**config.mk**
```make
export PLATFORM = sky130hd
export DESIGN_NAME = irlrp_ctrl
export DESIGN_NICKNAME = d
export VERILOG_FILES = /design/src/input_run_length_recorder_player_top_defines.svh /design/src/irlrp_pkg.sv /design/src/irlrp_ctrl.sv
export SDC_FILE = /design/constraint.sdc
export NUM_CORES = 1
export LEC_CHECK = 0
export ABC_AREA = 0
export BUFFER_PORTS_ARGS = -buffer_cell sky130_fd_sc_hd__buf_2
export CAP_MARGIN = 15
export CORE_MARGIN = 2
export CORE_UTILIZATION = 45
export CTS_BUF_LIST = sky130_fd_sc_hd__clkbuf_4 sky130_fd_sc_hd__clkbuf_8
export DETAILED_ROUTE_END_ITERATION = 16
export PLACE_DENSITY = 0.8
export SLEW_MARGIN = 10
export SYNTH_ARGS = -nofsm -noshare
export SYNTH_HDL_FRONTEND = slang
export SYNTH_SLANG_ARGS = --single-unit
```
**constraint.sdc**
```tcl
create_clock -name aclk -period 7.9 [get_ports aclk]
set_input_delay 1.185 -clock aclk [delete_from_list [all_inputs] [get_ports aclk]]
set_output_delay 1.185 -clock aclk [all_outputs]
set_load 0.02 [all_outputs]
```
**src/input_run_length_recorder_player_top_defines.svh**
```systemverilog
// Assertion macros for the run-length recorder and player.
`ifndef INPUT_RUN_LENGTH_RECORDER_PLAYER_TOP_DEFINES_SVH
`define INPUT_RUN_LENGTH_RECORDER_PLAYER_TOP_DEFINES_SVH

// Same-cycle implication, checked outside reset.
`define IRLRP_ASSERT_IMPLY(label, a, b) \
    label: assert property (@(posedge aclk) disable iff (!aresetn) (a) |-> (b)) \
        else $error("irlrp same-cycle check failed");

// Next-cycle implication, checked outside reset.
`define IRLRP_ASSERT_NEXT(label, a, b) \
    label: assert property (@(posedge aclk) disable iff (!aresetn) (a) |=> (b)) \
        else $error("irlrp next-cycle check failed");

`endif

```
**src/irlrp_pkg.sv**
```systemverilog
// Shared constants and types of the run-length recorder and player.
package irlrp_pkg;

    localparam int SLOT_COUNT = 256;
    localparam int ADDR_W     = $clog2(SLOT_COUNT);
    localparam int KEY_W      = 10;
    localparam int DUR_W      = 16;
    localparam int IDX_W      = 8;

    localparam logic [1:0] OP_TICK    = 2'd0;
    localparam logic [1:0] OP_LOAD    = 2'd1;
    localparam logic [1:0] OP_RESTART = 2'd2;

    localparam logic [1:0] MODE_OFF    = 2'd0;
    localparam logic [1:0] MODE_RECORD = 2'd1;
    localparam logic [1:0] MODE_PLAY   = 2'd2;

    localparam logic [KEY_W-1:0] START_BIT = KEY_W'(10'h008);
    localparam logic [DUR_W-1:0] DUR_MAX   = '1;
    localparam logic [ADDR_W-1:0] PTR_LAST = ADDR_W'(SLOT_COUNT - 2);

    typedef struct packed {
        logic              rd_en;
        logic [ADDR_W-1:0] rd_addr;
        logic              wr_en;
        logic [ADDR_W-1:0] wr_addr;
        logic [KEY_W-1:0]  wr_keys;
        logic [DUR_W-1:0]  wr_dur;
        logic              clear;
    } store_req_t;

    typedef struct packed {
        logic             valid;
        logic [KEY_W-1:0] button;
        logic [KEY_W-1:0] presses;
        logic             ended;
    } result_t;

endpackage

```
**src/irlrp_ctrl.sv**
```systemverilog
// Sequencer: per-word read, modify and write back of the slot store.
module irlrp_ctrl
    import irlrp_pkg::*;
(
    input  logic             aclk,
    input  logic             aresetn,
    input  logic             cfg_wen,
    input  logic [1:0]       cfg_wdata,
    input  logic             in_valid,
    output logic             in_ready,
    input  logic [1:0]       in_op,
    input  logic [KEY_W-1:0] in_keys,
    input  logic [IDX_W-1:0] in_idx,
    input  logic [KEY_W-1:0] in_ekeys,
    input  logic [DUR_W-1:0] in_edur,
    output store_req_t       req,
    input  logic [KEY_W-1:0] rd_keys,
    input  logic [DUR_W-1:0] rd_dur,
    output result_t          res,
    input  logic             out_free
);

    localparam logic [1:0] S_IDLE  = 2'd0;
    localparam logic [1:0] S_EXEC  = 2'd1;
    localparam logic [1:0] S_EXEC2 = 2'd2;
    localparam logic [1:0] S_OUT   = 2'd3;

    logic [1:0]        state_reg, state_next;
    logic [1:0]        mode_reg;
    logic [ADDR_W-1:0] ptr_reg, ptr_next;
    logic [DUR_W-1:0]  frames_reg, frames_next;
    logic [KEY_W-1:0]  prev_reg, prev_next;

    logic [1:0]        op_reg;
    logic [KEY_W-1:0]  keys_reg, ekeys_reg;
    logic [IDX_W-1:0]  idx_reg;
    logic [DUR_W-1:0]  edur_reg;

    logic [KEY_W-1:0]  bout_reg, bout_next;
    logic [KEY_W-1:0]  press_reg, press_next;
    logic              ended_reg, ended_next;

    logic [ADDR_W-1:0] ptr_plus;
    logic              accept;
    logic              idx_ok;
    logic              ptr_at_end;
    logic [DUR_W-1:0]  frames_cur;

    assign ptr_plus   = ptr_reg + ADDR_W'(1);
    assign accept     = in_valid && in_ready;
    assign in_ready   = (state_reg == S_IDLE);
    assign idx_ok     = 32'(idx_reg) < SLOT_COUNT;
    assign ptr_at_end = ptr_reg >= PTR_LAST;
    assign frames_cur = (frames_reg == '0) ? rd_dur : frames_reg;

    always_comb begin
        state_next  = state_reg;
        ptr_next    = ptr_reg;
        frames_next = frames_reg;
        prev_next   = prev_reg;
        bout_next   = bout_reg;
        press_next  = press_reg;
        ended_next  = ended_reg;
        req         = '0;

        unique case (state_reg)
            S_IDLE: begin
                // read address depends only on held state and the operation
                req.rd_en = accept;
                if (in_op == OP_RESTART) begin
                    req.rd_addr = '0;
                end else if (mode_reg == MODE_PLAY && frames_reg == '0) begin
                    req.rd_addr = ptr_plus;
                end else begin
                    req.rd_addr = ptr_reg;
                end
                if (accept) begin
                    state_next = S_EXEC;
                end
            end
            S_EXEC: begin
                bout_next  = keys_reg;
                press_next = '0;
                ended_next = 1'b0;
                state_next = S_OUT;
                case (op_reg)
                    OP_LOAD: begin
                        req.wr_en   = idx_ok;
                        req.wr_addr = ADDR_W'(idx_reg);
                        req.wr_keys = ekeys_reg;
                        req.wr_dur  = edur_reg;
                    end
                    OP_RESTART: begin
                        if (mode_reg == MODE_RECORD) begin
                            req.clear   = 1'b1;
                            frames_next = '0;
                        end else begin
                            frames_next = rd_dur;
                        end
                        ptr_next  = '0;
                        prev_next = '0;
                    end
                    OP_TICK: begin
                        if (mode_reg == MODE_RECORD) begin
                            if (ptr_at_end) begin
                                press_next = START_BIT;
                                ended_next = 1'b1;
                            end else if (keys_reg == rd_keys) begin
                                if (rd_dur == DUR_MAX) begin
                                    // run full: next slot keeps counting on its old duration
                                    req.rd_en   = 1'b1;
                                    req.rd_addr = ptr_plus;
                                    state_next  = S_EXEC2;
                                end else begin
                                    req.wr_en   = 1'b1;
                                    req.wr_addr = ptr_reg;
                                    req.wr_keys = keys_reg;
                                    req.wr_dur  = rd_dur + DUR_W'(1);
                                end
                            end else begin
                                ptr_next    = ptr_plus;
                                req.wr_en   = 1'b1;
                                req.wr_addr = ptr_plus;
                                req.wr_keys = keys_reg;
                                req.wr_dur  = DUR_W'(1);
                            end
                        end else if (mode_reg == MODE_PLAY) begin
                            if (ptr_at_end || frames_reg == DUR_MAX || keys_reg != '0) begin
                                bout_next  = '0;
                                press_next = START_BIT;
                                ended_next = 1'b1;
                            end else begin
                                if (frames_reg == '0) begin
                                    ptr_next = ptr_plus;
                                end
                                frames_next = frames_cur - DUR_W'(1);
                                bout_next   = rd_keys;
                                press_next  = (prev_reg ^ rd_keys) & rd_keys;
                                prev_next   = rd_keys;
                            end
                        end
                    end
                    default: begin
                    end
                endcase
            end
            S_EXEC2: begin
                req.wr_en   = 1'b1;
                req.wr_addr = ptr_plus;
                req.wr_keys = keys_reg;
                req.wr_dur  = rd_dur + DUR_W'(1);
                ptr_next    = ptr_plus;
                state_next  = S_OUT;
            end
            S_OUT: begin
                if (out_free) begin
                    state_next = S_IDLE;
                end
            end
            default: begin
                state_next = S_IDLE;
            end
        endcase
    end

    assign res.valid   = (state_reg == S_OUT);
    assign res.button  = bout_reg;
    assign res.presses = press_reg;
    assign res.ended   = ended_reg;

    always_ff @(posedge aclk) begin
        if (!aresetn) begin
            state_reg  <= S_IDLE;
            mode_reg   <= MODE_OFF;
            ptr_reg    <= '0;
            frames_reg <= '0;
            prev_reg   <= '0;
        end else begin
            state_reg  <= state_next;
            ptr_reg    <= ptr_next;
            frames_reg <= frames_next;
            prev_reg   <= prev_next;
            if (cfg_wen) begin
                mode_reg <= cfg_wdata;
            end
        end
    end

    always_ff @(posedge aclk) begin
        bout_reg  <= bout_next;
        press_reg <= press_next;
        ended_reg <= ended_next;
        if (accept) begin
            op_reg    <= in_op;
            keys_reg  <= in_keys;
            idx_reg   <= in_idx;
            ekeys_reg <= in_ekeys;
            edur_reg  <= in_edur;
        end
    end

endmodule

```
Word-level counts from Yosys, hierarchy flattened

Cells that the tools add are included.
Widths: inputs -> output; s select.

Bits in writable memories: 0
Bits in latches: 0
Memories: 0
Bits in read-only memories: 0
Logic and storage cells: 107
Register bits after elaboration: 105

Bitwise logic cells: 2
Add/sub/neg operators: 3
Reduce and logical (&&, ||, !) cells: 13
$lt $le $gt $ge: 1
Multiply operators: 0
Shift-type cells: 0
Muxes and demuxes: 53
Eq/ne operators: 22
Div/mod/pow operators: 0

Operators by type and width:

| kind                  | number |
|---|---|
| $pmux 35 s2           | 2 |
| $mux 10               | 10 |
| $mux 44               | 2 |
| $mux 16               | 5 |
| $mux 35               | 2 |
| $mux 8                | 8 |
| $eq 16x16->1 const B  | 2 |
| $pmux 16 s2           | 1 |
| $pmux 8 s2            | 2 |
| $mux 9                | 3 |
| $ne 4x4->1 const B    | 5 |
| $pmux 10 s2           | 1 |
| $pmux 9 s2            | 1 |
| $add 16x1->16 const B | 1 |
| $logic_not 16->1      | 1 |
| $sub 16x1->16 const B | 1 |
| $mux 1                | 12 |
| $and 10x10->10        | 1 |
| $eq 10x10->1          | 1 |
| $eq 2x2->1 const B    | 5 |
| $reduce_bool 10->1    | 1 |
| $xor 10x10->10        | 1 |
| $add 8x1->8 const B   | 1 |
| $ge 8x8->1 const B    | 1 |
| 14 further kinds      | 24 |

Longest topological paths before layout

Word-level depth: 8
Depth in mapped cells: 12

Worst setup path before layout

No wires, ideal clock.

Path kind: input port to output port
Start point: input port rd_keys[6]
End point: output port req[3] (netlist name)
Stages on the path: 7
Required time: 6715 ps
Path slack: 3708 ps
Buffers on the path: 1
Arrival: 3007 ps
Cells stage by stage: xor2_1 > nor4_2 > and3_1 > clkbuf_1 > a31oi_2 > nand2b_1 > o21ai_0

RTL lines:

| element     | line             | text |
|---|---|---|
| from (decl) | irlrp_ctrl.sv:17 | `input logic [KEY_W-1:0] rd_keys,` |
| to (decl)   | irlrp_ctrl.sv:16 | `output store_req_t req,` |

==> impl_metrics.csv <==
group,metric,value,unit
status,status,"finished, final reports clean",
worst_setup_path,path_common_cell,"buf_2",
timing,rsz0062_at_grt,"no",
detailed_routing,viasPerCell,6.16,
layout,syn_to_final_growth,15.9,%
detailed_routing,drt-pass1-iter-count,7,
detailed_routing,antenna_left,0,
logic_synthesis,syn_avg_cell_area,9.20,um2
clocking,post_cts_buffers,0,
logic_synthesis,synth.cell_area,6330,um2
timing,setup_tns,0,ps
worst_setup_path,worstSetupPathType,"input port to primary output",
logic_synthesis,synth_largest_area_cell,"edfxtp_1",
detailed_routing,drc,0,
timing,fin_crit_sh,60.9,%
global_route,grt_pass1_vias,5604,
logic_synthesis,synthDistinctLibCells,78,
logic_synthesis,syn_nets,777,
placed_design,numPortBuffers,146,
logic_synthesis,syn_inst,688,
timing,final_max_slew_viol_count,0,
worst_setup_path,r2r_slack,4610,ps
die,coreArea,13800,um2
detailed_routing,drt_iter0_markers,547,
clocking,max-clock-path-buffers,2,
placed_design,globalplace.congestion,0.913,
detailed_routing,wl,18200,um
global_route,grt_util_all_layers,24.2,%
layout,drive_gt1_share,24.2,%
timing,tightest_slew,1100,ps
power_and_ir_drop,powerDensity,315,nW/um2
die,die_h,123,um
worst_setup_path,worstPathMaxFanout,14,
placed_design,place_inst,971,
clocking,h-tree-depth,3,
die,dieWidth,123,um
logic_synthesis,netlist_top_cells_area,"edfxtp_1 (32%), dfxtp_1 (12%), nand2_1 (4.3%)",
die,rows,43,
worst_setup_path,slowest_stage,"and3_1",
global_route,grt_overflow_total,0,
timing,hold_viol_final,0,
timing,skew,9.84,ps
detailed_routing,post_drt_wl_per_cell,18.4,um
timing,fmax,0.208,GHz
logic_synthesis,ys_async_sr_fraction,0,%
layout,stdcell_count,987,
logic_synthesis,ys_seq_area_share,43.8,%
timing,final.min_clock_period,4810,ps
clocking,clkSinkCount,105,
clocking,cts_tree,"yes",
global_route,grt_pass1_wl,28500,um
detailed_routing,num_vias,6077,
clocking,cts_made_buffers,9,
clocking,cts.clk_slew.worst_paths,110,ps
layout,nNetsFinal,891,
job,max_cap_viol_count,0,
die,start_util,45.8,%
worst_setup_path,start_kind,"input port",
timing,relSlewSlack,26.3,%
clocking,clock_latency,410,ps
worst_setup_path,critPathArrivalTime,3630,ps
worst_hold_path,hold_class,"register to register",
timing,setup_violations,0,
logic_synthesis,ys_warn_count,0,
worst_setup_path,crit_path_end_kind,"primary output",
worst_setup_path,cp.required,6710,ps
global_route,grt_max_degree,34,
clocking,root_buffer,"clkbuf_8",
logic_synthesis,synth-seq-cells,105,
placed_design,post-dp-hpwl,13100,um
logic_synthesis,synth_edf_count,67,
clocking,cts.repair.resized,0,
power_and_ir_drop,peakVddDrop,0.148,mV
die,dieArea,15000,um2
logic_synthesis,synth_flop_cell,"edfxtp_1",
global_route,antenna_found_initial,0,
placed_design,placed_cell_area,7130,um2
power_and_ir_drop,power_leakage,2.88,nW
layout,num_antenna_cells,0,
clocking,cts_hold_buf,0,
logic_synthesis,synth_top_area_share,31.8,%
layout,post-route-cell-area,7340,um2
worst_setup_path,crit_path_max_incr_delay,630,ps
die,pin_count,147,
worst_setup_path,path_cells,"buf_2 -> xor2_1 -> nor4_2 -> and3_1 -> a21oi_1 -> o21a_1 -> a22o_1 -> buf_2",
==> cells in the final DEF, fill, tap and decap left out, types with 5 or more instances in the layout <==
| master | count |
|---|---|
| inv_1 | 15 |
| edfxtp_1 | 67 |
| and4_1 | 8 |
| dfxtp_1 | 38 |
| a22o_1 | 15 |
| nand4_1 | 10 |
| mux2i_1 | 6 |
| a211oi_1 | 7 |
| o31ai_1 | 5 |
| nor4_1 | 8 |
| a31oi_1 | 18 |
| xnor2_1 | 10 |
| nor3_1 | 17 |
| a32o_1 | 7 |
| buf_4 | 5 |
| nor2_1 | 57 |
| buf_2 | 146 |
| clkbuf_8 | 9 |
| or3_1 | 5 |
| nand3_1 | 33 |
| a2bb2oi_1 | 5 |
| xor2_1 | 23 |
| nand2_1 | 73 |
| ha_1 | 10 |
| o21ai_0 | 46 |
| a21oi_1 | 50 |
| nor2b_1 | 8 |
| a221oi_1 | 5 |
| and3_1 | 10 |
==> layer usage <==
layer	wire [um]	vias to the layer above	global-route usage [%]
met5	0	-	0
met2	8520	342	37.7
li1	-	2826	-
met4	464	0	10.6
met3	1670	45	3.95
met1	7560	2864	33.4
==> metrics by stage <==
stage | total power [mW] | hold slack [ps] | utilization [%] | setup slack (ps)
after CTS | 2.30 | 461 | 53.1 | 3150
after global routing | 2.46 | 480 | 53.1 | 2930
after global placement | 1.94 | 439 | 51.6 | 3240
final | 2.31 | 463 | 53.1 | 3090
after floorplan | 1.66 | 432 | - | 3710
after detailed placement | 1.96 | 445 | 51.6 | 3170
==> synth_stat cells, types with 15 or more instances <==
library cell and instances:
nand2_1 73, edfxtp_1 67, nor2_1 58, a21oi_1 50
o21ai_0 46, dfxtp_1 38, nand3_1 33, clkbuf_1 28
xor2_1 23, a31oi_1 18, nor3_1 17, inv_1 16
a22o_1 15
==> power by group <==
part	total (mW)	leakage, nW	switching (mW)	internal, mW
combinational	1.14	1.83	0.751	0.384
clock	0.347	0.0994	0.221	0.126
sequential	0.832	0.945	0.0892	0.743
==> critical path: cells and delay by family <==
kind	cells	cell delay [ps]
AOI/OAI and AO/OA	3	910
xor gates and xnor gates	1	170
buffers and inverters	2	280
and+or+nand+nor	2	1070
==> final cells by class <==
type	count	area, um2
well taps	180	225
flip-flops and latches	105	2770
repair buffers	151	768
clock inverters	7	80.1
clock buffers	9	124
fillers	1252	6490
inverters	16	60.1
multi-input cells	519	3310
==> kinds of logic (layout without fill, tap and decap cells) <==
logic type                 count (synthesis)  count (layout)  share of synthesized area, %
adders and majority gates                 10              10                          1.98
xor gates and xnor gates                  33              33                          4.57
and+or+nand+nor                          258             258                          21.0
muxes                                      6               6                         0.949
buffers and inverters                     64             183                          4.23
AOI/OAI and AO/OA                        212             212                          23.5
DFF                                      105             105                          43.8
==> worst paths after layout <==
check | depth (start not counted) | end | startpoint
min reg2reg | 2 | prev_reg[4] | prev_reg[4]
max | 8 | req[17] | rd_keys[9]
max reg2reg | 10 | frames_reg[14] | frames_reg[4]
min | 2 | prev_reg[4] | prev_reg[4]
Power figures use the tool's default switching activity.
